===== config.mk =====
export PLATFORM = sky130hd
export DESIGN_NAME = ordered_list_insert_at_position_flat
export DESIGN_NICKNAME = d
export VERILOG_FILES = /design/src/hw/rtl/olip_pkg.sv /design/src/hw/rtl/olip_req_if.sv /design/src/hw/rtl/olip_rsp_if.sv /design/src/hw/rtl/olip_cell.sv /design/src/hw/rtl/ordered_list_insert_at_position.sv /design/src/flat_wrapper.sv
export SDC_FILE = /design/constraint.sdc
export NUM_CORES = 1
export LEC_CHECK = 0
export BUFFER_PORTS_ARGS = -buffer_cell sky130_fd_sc_hd__buf_4
export CORE_MARGIN = 4
export CORE_UTILIZATION = 58
export DETAILED_ROUTE_END_ITERATION = 10
export PLACE_DENSITY_LB_ADDON = 0.1
export SYNTH_ARGS = -nofsm -noshare
export SYNTH_HDL_FRONTEND = slang
export SYNTH_HIERARCHICAL = 1
export SYNTH_SLANG_ARGS = --single-unit

===== constraint.sdc =====
create_clock -name clock -period 6.13 [get_ports clock]
set_clock_uncertainty 0.1 [all_clocks]
set_input_delay 1.5325 -clock clock [delete_from_list [all_inputs] [get_ports clock]]
set_output_delay 1.5325 -clock clock [all_outputs]
set_load 0.02 [all_outputs]

===== src/hw/rtl/olip_pkg.sv =====
// ----------------------------------------------------------------------------
// olip_pkg
// Shared widths, codes and types for the ordered list insert block.
// ----------------------------------------------------------------------------
package olip_pkg;

   localparam int CAPACITY = 16;
   localparam int IDX_W    = $clog2(CAPACITY);
   localparam int CNT_W    = $clog2(CAPACITY + 1);
   localparam int POS_W    = 5;
   localparam int DATA_W   = 32;
   localparam int CMP_W    = ((POS_W > CNT_W) ? POS_W : CNT_W) + 1;

   typedef logic [IDX_W-1:0]         idx_type;
   typedef logic [CNT_W-1:0]         cnt_type;
   typedef logic [POS_W-1:0]         pos_type;
   typedef logic signed [DATA_W-1:0] data_type;
   typedef logic [1:0]               status_type;

   localparam logic       CMD_INSERT = 1'b0;
   localparam logic       CMD_DUMP   = 1'b1;

   localparam status_type ST_OK     = 2'd0;
   localparam status_type ST_BADPOS = 2'd1;
   localparam status_type ST_FULL   = 2'd2;

   typedef enum logic [1:0] {
      OP_HOLD,
      OP_INSERT,
      OP_ROTATE
   } op_type;

   typedef struct packed {
      op_type   op;
      idx_type  ins_idx;
      idx_type  tail_idx;
      data_type value;
   } cell_ctrl_type;

endpackage


===== src/hw/rtl/olip_req_if.sv =====
// ----------------------------------------------------------------------------
// olip_req_if
// Request channel: insert or dump item with valid/ready handshake.
// ----------------------------------------------------------------------------
interface olip_req_if;
   import olip_pkg::*;

   logic     valid;
   logic     ready;
   logic     cmd;
   data_type value;
   pos_type  position;

   modport source (output valid, output cmd, output value, output position, input ready);
   modport sink   (input valid, input cmd, input value, input position, output ready);
endinterface


===== src/hw/rtl/olip_rsp_if.sv =====
// ----------------------------------------------------------------------------
// olip_rsp_if
// Response channel: status or dumped element with valid/ready handshake.
// ----------------------------------------------------------------------------
interface olip_rsp_if;
   import olip_pkg::*;

   logic       valid;
   logic       ready;
   status_type status;
   data_type   element;
   logic       last;

   modport source (output valid, output status, output element, output last, input ready);
   modport sink   (input valid, input status, input element, input last, output ready);
endinterface


===== src/hw/rtl/olip_cell.sv =====
// ----------------------------------------------------------------------------
// olip_cell
// One list slot: holds a value, shifts back on insert, rotates forward on dump.
// ----------------------------------------------------------------------------
module olip_cell (
   input  logic                   clock,
   input  olip_pkg::idx_type       cell_idx,
   input  olip_pkg::cell_ctrl_type ctrl,
   input  olip_pkg::data_type      prev_value,
   input  olip_pkg::data_type      next_value,
   input  olip_pkg::data_type      head_value,
   output olip_pkg::data_type      value
);
   import olip_pkg::*;

   data_type value_ff;
   data_type value_in;

   always_comb begin
      value_in = value_ff;
      case (ctrl.op)
         OP_INSERT: begin
            if (cell_idx == ctrl.ins_idx) begin
               value_in = ctrl.value;
            end else if (cell_idx > ctrl.ins_idx) begin
               value_in = prev_value;
            end
         end
         OP_ROTATE: begin
            if (cell_idx == ctrl.tail_idx) begin
               value_in = head_value;
            end else if (cell_idx < ctrl.tail_idx) begin
               value_in = next_value;
            end
         end
         default: value_in = value_ff;
      endcase
   end

   always_ff @(posedge clock) begin
      value_ff <= value_in;
   end

   assign value = value_ff;

endmodule


===== src/hw/rtl/ordered_list_insert_at_position.sv =====
// ----------------------------------------------------------------------------
// ordered_list_insert_at_position
// Ordered list of signed values with insert at a 1-based position and dump.
// ----------------------------------------------------------------------------
// The list lives in a row of CAPACITY cells. On an insert every cell behind
// the insert point moves back by one in parallel and one status item is
// returned. A dump returns one item per stored value, front to back, starting
// once the dump state has been entered and the first item registered, and
// then one per cycle while the response side keeps taking them; the row
// rotates forward one cell per item, so after the last item the list is back
// in place. A dump of an empty list returns
// nothing. No new request is taken while a dump is running.
module ordered_list_insert_at_position (
   input  logic       clock,
   input  logic       reset,
   olip_req_if.sink   req,
   olip_rsp_if.source rsp
);
   import olip_pkg::*;

   typedef enum logic {
      S_IDLE,
      S_DUMP
   } state_type;

   state_type     state_ff, state_in;
   cnt_type       count_ff, count_in;
   cnt_type       remain_ff, remain_in;
   logic          rsp_valid_ff, rsp_valid_in;
   status_type    rsp_status_ff, rsp_status_in;
   data_type      rsp_element_ff, rsp_element_in;
   logic          rsp_last_ff, rsp_last_in;

   cell_ctrl_type ctrl;
   data_type      cell_value [CAPACITY];

   logic          rsp_free;
   logic          accept;
   logic          bad_pos;
   logic          full;

   genvar g;
   generate
      for (g = 0; g < CAPACITY; g++) begin : g_cell
         localparam int PREV = (g == 0) ? 0 : g - 1;
         localparam int NEXT = (g + 1) % CAPACITY;
         olip_cell u_cell (
            .clock      (clock),
            .cell_idx   (IDX_W'(g)),
            .ctrl       (ctrl),
            .prev_value (cell_value[PREV]),
            .next_value (cell_value[NEXT]),
            .head_value (cell_value[0]),
            .value      (cell_value[g])
         );
      end
   endgenerate

   assign rsp_free  = !rsp_valid_ff || rsp.ready;
   assign req.ready = (state_ff == S_IDLE) && rsp_free;
   assign accept    = req.valid && req.ready;
   assign bad_pos   = (req.position == '0) ||
                      (CMP_W'(req.position) > (CMP_W'(count_ff) + CMP_W'(1)));
   assign full      = (count_ff == CNT_W'(CAPACITY));

   always_comb begin
      state_in       = state_ff;
      count_in       = count_ff;
      remain_in      = remain_ff;
      rsp_valid_in   = rsp_valid_ff && !rsp.ready;
      rsp_status_in  = rsp_status_ff;
      rsp_element_in = rsp_element_ff;
      rsp_last_in    = rsp_last_ff;
      ctrl.op        = OP_HOLD;
      ctrl.ins_idx   = IDX_W'(req.position - POS_W'(1));
      ctrl.tail_idx  = IDX_W'(count_ff - CNT_W'(1));
      ctrl.value     = req.value;
      case (state_ff)
         S_IDLE: begin
            if (accept) begin
               if (req.cmd == CMD_DUMP) begin
                  if (count_ff != '0) begin
                     state_in  = S_DUMP;
                     remain_in = count_ff;
                  end
               end else begin
                  rsp_valid_in   = 1'b1;
                  rsp_element_in = '0;
                  rsp_last_in    = 1'b1;
                  if (bad_pos) begin
                     rsp_status_in = ST_BADPOS;
                  end else if (full) begin
                     rsp_status_in = ST_FULL;
                  end else begin
                     rsp_status_in = ST_OK;
                     ctrl.op       = OP_INSERT;
                     count_in      = count_ff + CNT_W'(1);
                  end
               end
            end
         end
         S_DUMP: begin
            if (rsp_free) begin
               ctrl.op        = OP_ROTATE;
               rsp_valid_in   = 1'b1;
               rsp_status_in  = ST_OK;
               rsp_element_in = cell_value[0];
               rsp_last_in    = (remain_ff == CNT_W'(1));
               remain_in      = remain_ff - CNT_W'(1);
               if (remain_ff == CNT_W'(1)) begin
                  state_in = S_IDLE;
               end
            end
         end
         default: state_in = S_IDLE;
      endcase
   end

   always_ff @(posedge clock) begin
      if (reset) begin
         state_ff     <= S_IDLE;
         count_ff     <= '0;
         remain_ff    <= '0;
         rsp_valid_ff <= 1'b0;
      end else begin
         state_ff     <= state_in;
         count_ff     <= count_in;
         remain_ff    <= remain_in;
         rsp_valid_ff <= rsp_valid_in;
      end
      rsp_status_ff  <= rsp_status_in;
      rsp_element_ff <= rsp_element_in;
      rsp_last_ff    <= rsp_last_in;
   end

   assign rsp.valid   = rsp_valid_ff;
   assign rsp.status  = rsp_status_ff;
   assign rsp.element = rsp_element_ff;
   assign rsp.last    = rsp_last_ff;

endmodule


===== src/flat_wrapper.sv =====
// flat-port wrapper written by rule: the top's interface ports become plain ports
module ordered_list_insert_at_position_flat import olip_pkg::*;
  (clock, reset, req_valid, req_cmd, req_value, req_position, req_ready, rsp_valid, rsp_status, rsp_element, rsp_last, rsp_ready);
  olip_req_if req_i ();
  olip_rsp_if rsp_i ();
  input  logic clock;
  input  logic reset;
  input wire logic [$bits(req_i.valid)-1:0] req_valid;
  input wire logic [$bits(req_i.cmd)-1:0] req_cmd;
  input wire logic [$bits(req_i.value)-1:0] req_value;
  input wire logic [$bits(req_i.position)-1:0] req_position;
  output wire logic [$bits(req_i.ready)-1:0] req_ready;
  output wire logic [$bits(rsp_i.valid)-1:0] rsp_valid;
  output wire logic [$bits(rsp_i.status)-1:0] rsp_status;
  output wire logic [$bits(rsp_i.element)-1:0] rsp_element;
  output wire logic [$bits(rsp_i.last)-1:0] rsp_last;
  input wire logic [$bits(rsp_i.ready)-1:0] rsp_ready;
  assign req_i.valid = req_valid;
  assign req_i.cmd = req_cmd;
  assign req_i.value = req_value;
  assign req_i.position = req_position;
  assign req_ready = req_i.ready;
  assign rsp_valid = rsp_i.valid;
  assign rsp_status = rsp_i.status;
  assign rsp_element = rsp_i.element;
  assign rsp_last = rsp_i.last;
  assign rsp_i.ready = rsp_ready;
  ordered_list_insert_at_position u_core (.clock(clock), .reset(reset), .req(req_i), .rsp(rsp_i));
endmodule

==> flow_summary.toml, run 1 <==
[logic_synthesis]
synth.distinct_cells = 45
synth-async-reset-ratio = 0
synth_top_family_by_area = "simple AND/OR/NAND/NOR gates"
yosys.area_share.xor_xnor = 0.00162
synth-edff-count = 547
postSynthCellCount = 3624
ys_ff_latch = 559
netlist_area_um2 = 37800
ys.flop_type = "edfxtp_1"
ys_seq_area_frac = 0.441
synth-compound-area-share = 0.123
syn_avg_cell_area_um2 = 10.4
synthMuxAreaShare = 0.136
ys_warn_count = 6
yosys.area_share.simple = 0.174
synthAdderAreaFrac = 0.0463

[worst_setup_path]
r2r_slack_ns = 1.74
reg2reg_depth = 12
cp-start-kind = "primary input"
startpoint = "req_position[0]"
endpoint_kind = "flop"
crit_arrival_ns = 4.84
path_max_fanout = 41
crit_path_end = "u_core/g_cell[0].u_cell/value[17]$_DFFE_PP_"
worst-setup-path-type = "in2reg"
timing.rr.end = "u_core/g_cell[0].u_cell/value[17]$_DFFE_PP_"
cp.required_ns = 6.27
r2r_start = "u_core/count_ff[1]$_SDFFE_PP0P_"

[clock_tree]
clock_sinks = 559
cts_root_buf = "clkbuf_16"
cts.path.max_buffers = 3
htreeDepth = 3
cts_buffers = 66
cts_tree = "built"
ctsResizeCount = 0
post-cts-setup-buffers = 0
clkTransAtPathRegs_ns = 0.06
ctsHoldBuffers = 0
clk-insertion-delay-late_ns = 0.61

[cells_and_area]
layout-drive-gt1-share = 0.0844
diodes = 0
nets = 3810
syn_to_final_growth_pct = 7.54
fillers = 5229

[die]
initial_utilization = 0.587
fp-row-count = 93
coreArea_um2 = 64500
die_height_um = 263
die_x_um = 263
dieArea_um2 = 69400
ioPinCount = 79

[power]
leakage_nw = 17.9
cellPowerDensity_nw_per_um2 = 233
ir_worst_vdd_uv = 185
power_mw = 9.49

[global_route]
first_global_vias = 28580
grtUsageTotal = 0.279
antenna_found_initial = 2
grt_overflow = 0
grt_start_max_net_pins = 97
grt_pass1_wl_um = 160000

[sta]
rsz0062_at_grt = "no"
slew_headroom = 0.286
fmax_mhz = 213
setup_viol = 0
worstMarginPinSlew_ns = 1.07
period_needed_ns = 4.70
fin_tns_setup_ns = 0
finalMaxSlewViolations = 0
post-route-period-util = 0.767
hold_viol = 0

[routing]
wl_um = 101000
ant_nets = 0
vias_per_cell = 6.64
wl_per_cell_um = 22.2
dr.pass1.iters = 7
drc = 0
vias = 30078
drtIter0Drc = 3742

[place]
place_hpwl_um = 71400
io_buffer_count = 78
globalplace.congestion = 0.861

[flow_run]
max_cap_viol_count = 0

[min_path]
hp-class = "reg2reg"

[run_status]
status = "completed"
==> metal layers <==
layer	vias to the layer above	track usage	wire, um
met5	-	0	0
met4	0	0.0719	2110
met3	161	0.0402	8860
met2	1510	0.447	45500
met1	14451	0.404	44200
li1	13956	-	-
==> layout make-up <==
type | instances | area, um^2 | share of cell area
Multi-Input combinational cell | 2674 | 19000 | 0.466
Sequential cell | 559 | 16700 | 0.410
Clock buffer | 81 | 1730 | 0.0425
Timing Repair Buffer | 154 | 1360 | 0.0333
Tap cell | 855 | 1070 | 0.0263
Inverter | 173 | 651 | 0.0160
Clock inverter | 33 | 243 | 0.00597
==> critical path, stage by stage <==
cell and delay (ns):
buf_4 0.11, inv_1 0.65, ha_1 0.37, nand2_1 0.08
o22ai_1 0.07, a31oi_1 0.54, nor2_2 0.08, buf_4 0.28
nand2b_4 0.41, o22ai_4 0.20, buf_4 0.45
==> through the flow <==
stage / cells / cell area [um^2] / setup slack (ns) / utilization / hold slack (ns)
floorplan: 3734 / 38200 / 0.286 / - / 0.345
global placement: 4415 / 38700 / 0.948 / 0.600 / 0.360
detailed placement: 4415 / 38700 / 0.839 / 0.600 / 0.373
CTS: 4529 / 40700 / 1.48 / 0.631 / 0.379
global route: 4529 / 40700 / 1.21 / 0.631 / 0.420
finish: 4529 / 40700 / 1.43 / 0.631 / 0.380
==> state kept, by name, indices dropped and copies added (netlist names) <==
signal / cells
u_core/remain_ff: 5
u_core/count_ff: 5
u_core/rsp.last: 1
u_core/rsp.valid: 1
u_core/rsp.element: 32
u_core/state_ff: 1
u_core/g_cell.u_cell/value: 512
u_core/rsp.status: 2
==> where the power goes <==
part	switching (mW)	internal [mW]
Sequential	0.0766	4.33
Clock	1.59	2.09
Combinational	0.869	0.542
Total	2.53	6.96
==> cell families after synthesis <==
| logic type | count (synthesis) |
|---|---|
| AOI/OAI and AO/OA | 654 |
| buffers and inverters | 501 |
| muxes | 514 |
| adders and majority gates | 140 |
| other | 2 |
| xor gates and xnor gates | 7 |
| and+or+nand+nor | 1247 |
| DFF | 559 |
==> how the worst min path moves through the flow <==
stage                                     startpoint                               end  slack, ns  cells after the start
finish              u_core/remain_ff[4]$_SDFFE_PP0P_  u_core/remain_ff[4]$_SDFFE_PP0P_       0.38                      2
global route        u_core/remain_ff[4]$_SDFFE_PP0P_  u_core/remain_ff[4]$_SDFFE_PP0P_       0.42                      2
CTS                 u_core/remain_ff[1]$_SDFFE_PP0P_  u_core/remain_ff[1]$_SDFFE_PP0P_       0.38                      2
detailed placement  u_core/remain_ff[1]$_SDFFE_PP0P_  u_core/remain_ff[1]$_SDFFE_PP0P_       0.37                      2
global placement    u_core/remain_ff[1]$_SDFFE_PP0P_  u_core/remain_ff[1]$_SDFFE_PP0P_       0.36                      2
floorplan           u_core/remain_ff[1]$_SDFFE_PP0P_  u_core/remain_ff[1]$_SDFFE_PP0P_       0.35                      2
==> synth_stat cells (4+ instances only) <==
| cell type | instances | share of area |
|---|---|---|
| o21ai_0 | 21 | 0.0028 |
| inv_1 | 171 | 0.017 |
| buf_2 | 153 | 0.020 |
| nand4_4 | 16 | 0.0090 |
| and2_1 | 32 | 0.0053 |
| nand2b_1 | 17 | 0.0028 |
| dfxtp_1 | 12 | 0.0064 |
| nand2_1 | 42 | 0.0042 |
| xor2_1 | 5 | 0.0012 |
| clkbuf_1 | 53 | 0.0053 |
| nand3_1 | 1076 | 0.14 |
| nand4_1 | 16 | 0.0026 |
| buf_6 | 114 | 0.034 |
| nor2_2 | 16 | 0.0026 |
| nor3_1 | 5 | 0.00066 |
| o22ai_1 | 35 | 0.0058 |
| nor2_1 | 14 | 0.0014 |
| a21oi_1 | 76 | 0.010 |
| ha_1 | 140 | 0.046 |
| nor2b_1 | 4 | 0.00066 |
| edfxtp_1 | 547 | 0.43 |
| o211ai_1 | 513 | 0.10 |
| buf_4 | 7 | 0.0014 |
| mux2i_1 | 512 | 0.14 |
==> cell usage in the layout, fill, tap and decap left out, types with 5 or more instances in the layout <==
cell       synthesis  final
and2_1            32     32
xor2_1             5      5
o22ai_1           35     19
nand3_1         1076   1076
edfxtp_1         547    547
clkbuf_16          0     67
nand4_1           16     16
dfxtp_1           12     12
nand4_4           16     16
clkinv_1           0     21
nor2_2            16     17
o211ai_1         513    513
buf_4              7    138
conb_1             2    112
o21ai_0           21     21
clkbuf_1          53     14
a21oi_1           76     75
nor3_1             5      5
inv_1            171    170
nand2_1           42     42
o22ai_4            0     16
nand2b_4           0     16
ha_1             140    140
mux2i_1          512    512
buf_12             0     16
nor2_1            14     13
Power figures use the tool's default switching activity.
==> run 2: changes to the inputs <==
- ABC_AREA: default -> 1
- CORE_UTILIZATION: 58 -> 59
- clock period: 6.13 -> 4.12 ns (I/O delays scaled with it)
==> flow_summary.toml, run 2 <==
[worst_setup_path]
path_max_fanout = 32
max_stage_delay_ns = 0.59
endpoint_kind = "flop"
worst-setup-path-type = "reg2reg"
cp.required_ns = 4.46
crit_arrival_ns = 3.87
cp-start-kind = "flop"
r2r_slack_ns = 0.59
crit_slowest_cell = "inv_2"
path_cells = "inv_1 -> ha_1 -> inv_1 -> ha_1 -> nand2_1 -> inv_1 -> nand2_8 -> nand2_2 -> inv_2 -> nand2_8 -> nand3_4 -> inv_2 -> buf_12 -> nor2_4 -> inv_2 -> o211ai_1 -> nand2_1"

[place]
placed_cells = 6354
io_buffer_count = 78
globalplace.congestion = 0.832
place_hpwl_um = 76100

[cells_and_area]
nets = 5665
syn_to_final_growth_pct = 7.33
instances_no_fill = 6473
final_common_cell = "nand2_1"
largest_reg_flops = 512
multiInputGateArea_um2 = 18400
fillers = 6235
layout-drive-gt1-share = 0.0680
seqCellArea_um2 = 16700
final_cell_mix = "nand2_1 (1799), inv_1 (1355), o211ai_1 (1024)"
diodes = 0

[clock_tree]
clk-insertion-delay-late_ns = 0.61
ctsResizeCount = 0
ctsHoldBuffers = 0
clkTransAtPathRegs_ns = 0.06
cts_root_buf = "clkbuf_16"
clock_sinks = 559
htreeDepth = 3
post-cts-setup-buffers = 0
cts_buffers = 67
cts.path.max_buffers = 3
cts_tree = "built"

[power]
leakage_nw = 20.7
ir_worst_vdd_uv = 309
cellPowerDensity_nw_per_um2 = 388

[logic_synthesis]
ys_seq_area_frac = 0.396
synthMostInstantiatedCell = "nand2_1"
ys_warn_count = 6
synth.distinct_cells = 30
yosysTopAreaCellShare = 0.391
ys.flop_type = "edfxtp_1"
ys_ff_latch = 559
synth_top_area_cell = "edfxtp_1"
postSynthCellCount = 5453
synth-async-reset-ratio = 0
syn_avg_cell_area_um2 = 7.71
synth_common_cells = "nand2_1 (1815), inv_1 (1355), o211ai_1 (1024)"
netlist_area_um2 = 42100
synthTopCellsByArea = "edfxtp_1 (39%), o211ai_1 (18%), nand2_1 (16%)"
synth-edff-count = 547

[die]
initial_utilization = 0.598
coreArea_um2 = 70400
ioPinCount = 79
dieArea_um2 = 75600
fp-row-count = 97
die_height_um = 275
die_x_um = 275

[global_route]
grt_pass1_wl_um = 182000
grtUsageTotal = 0.295
antenna_found_initial = 0
grt_start_max_net_pins = 66
grt_overflow = 0
first_global_vias = 34860

[sta]
fmax_mhz = 283
setup_viol = 0
period_needed_ns = 3.53
finalMaxSlewViolations = 0
post-route-period-util = 0.856
slew_headroom = 0.330
rsz0062_at_grt = "no"
fin_tns_setup_ns = 0
hold_viol = 0
worstMarginPinSlew_ns = 1.00

[min_path]
hp-class = "reg2reg"

[routing]
wl_um = 113000
ant_nets = 0
wl_per_cell_um = 17.4
vias = 36148
drc = 0
dr.pass1.iters = 7
vias_per_cell = 5.58
drtIter0Drc = 3500

[flow_run]
max_cap_viol_count = 0

[run_status]
status = "completed"
==> run 2: cell types whose count changed after synthesis, sizes merged, moves of 70 or more <==
cell and delta:
o211ai +511, inv +1205, nand3 -1064, nor2 +70, nand2 +1801, mux2i -512
==> run 2: stage by stage <==
step / setup WS (ns) / power [mW] / utilization / instance area, um^2 / hold slack (ns)
after floorplan: 0.162 / 10.6 / - / 42500 / 0.345
after CTS: 0.584 / 17.5 / 0.641 / 45100 / 0.372
final: 0.593 / 17.5 / 0.641 / 45100 / 0.368
after detailed placement: -0.0433 / 11.8 / 0.612 / 43100 / 0.364
after global placement: 0.0665 / 11.6 / 0.612 / 43100 / 0.357
after global routing: 0.381 / 18.4 / 0.641 / 45100 / 0.394
==> run 2: worst max-delay path: cells and delay by family, from the launching register on <==
kind	cells	cell delay, ns
DFF	1	0.41
adders and majority gates	2	0.65
buffers and inverters	7	1.36
AOI/OAI and AO/OA	1	0.23
and+or+nand+nor	7	0.54
==> run 2: logic make-up (layout without fill, tap and decap cells) <==
| group | Yosys count | in the layout | synth area share |
|---|---|---|---|
| other | 2 | 112 | 0.000179 |
| XOR/XNOR | 7 | 7 | 0.00146 |
| buffers and inverters | 1687 | 1657 | 0.180 |
| AND/OR/NAND/NOR | 1964 | 1964 | 0.190 |
| flip-flops | 559 | 559 | 0.396 |
| AO/OA/AOI/OAI | 1094 | 1094 | 0.191 |
| adder cells (fa/ha/maj) | 140 | 140 | 0.0416 |
==> run 2: final cells by class <==
cell class,count,share of cell area
repair buffers,160,0.0377
well taps,940,0.0261
clock inverters,33,0.00599
inverters,1378,0.115
flip-flops and latches,559,0.369
multi-input cells,3317,0.407
clock buffers,86,0.0397
==> run 2: report_power, final <==
group	switching (mW)	internal, mW
registers	0.453	7.06
logic	2.81	1.41
clock network	2.51	3.28
total	5.77	11.7
==> run 2: routing by layer <==
metal  share of wire  global-route usage  vias to the layer above
met2            0.50               0.525                     1232
met5               0                   0                        -
met4           0.022              0.0803                        0
met3           0.061              0.0325                      202
met1            0.42               0.382                    17051
li1                -                   -                    17663
==> run 2: final timing paths <==
path | startpoint | end | cells past startpoint
max | u_core/count_ff[0]$_SDFFE_PP0P_ | u_core/g_cell[3].u_cell/value[29]$_DFFE_PP_ | 17
min | u_core/remain_ff[1]$_SDFFE_PP0P_ | u_core/remain_ff[1]$_SDFFE_PP0P_ | 2
max reg2reg | u_core/count_ff[0]$_SDFFE_PP0P_ | u_core/g_cell[3].u_cell/value[29]$_DFFE_PP_ | 17
min reg2reg | u_core/remain_ff[1]$_SDFFE_PP0P_ | u_core/remain_ff[1]$_SDFFE_PP0P_ | 2
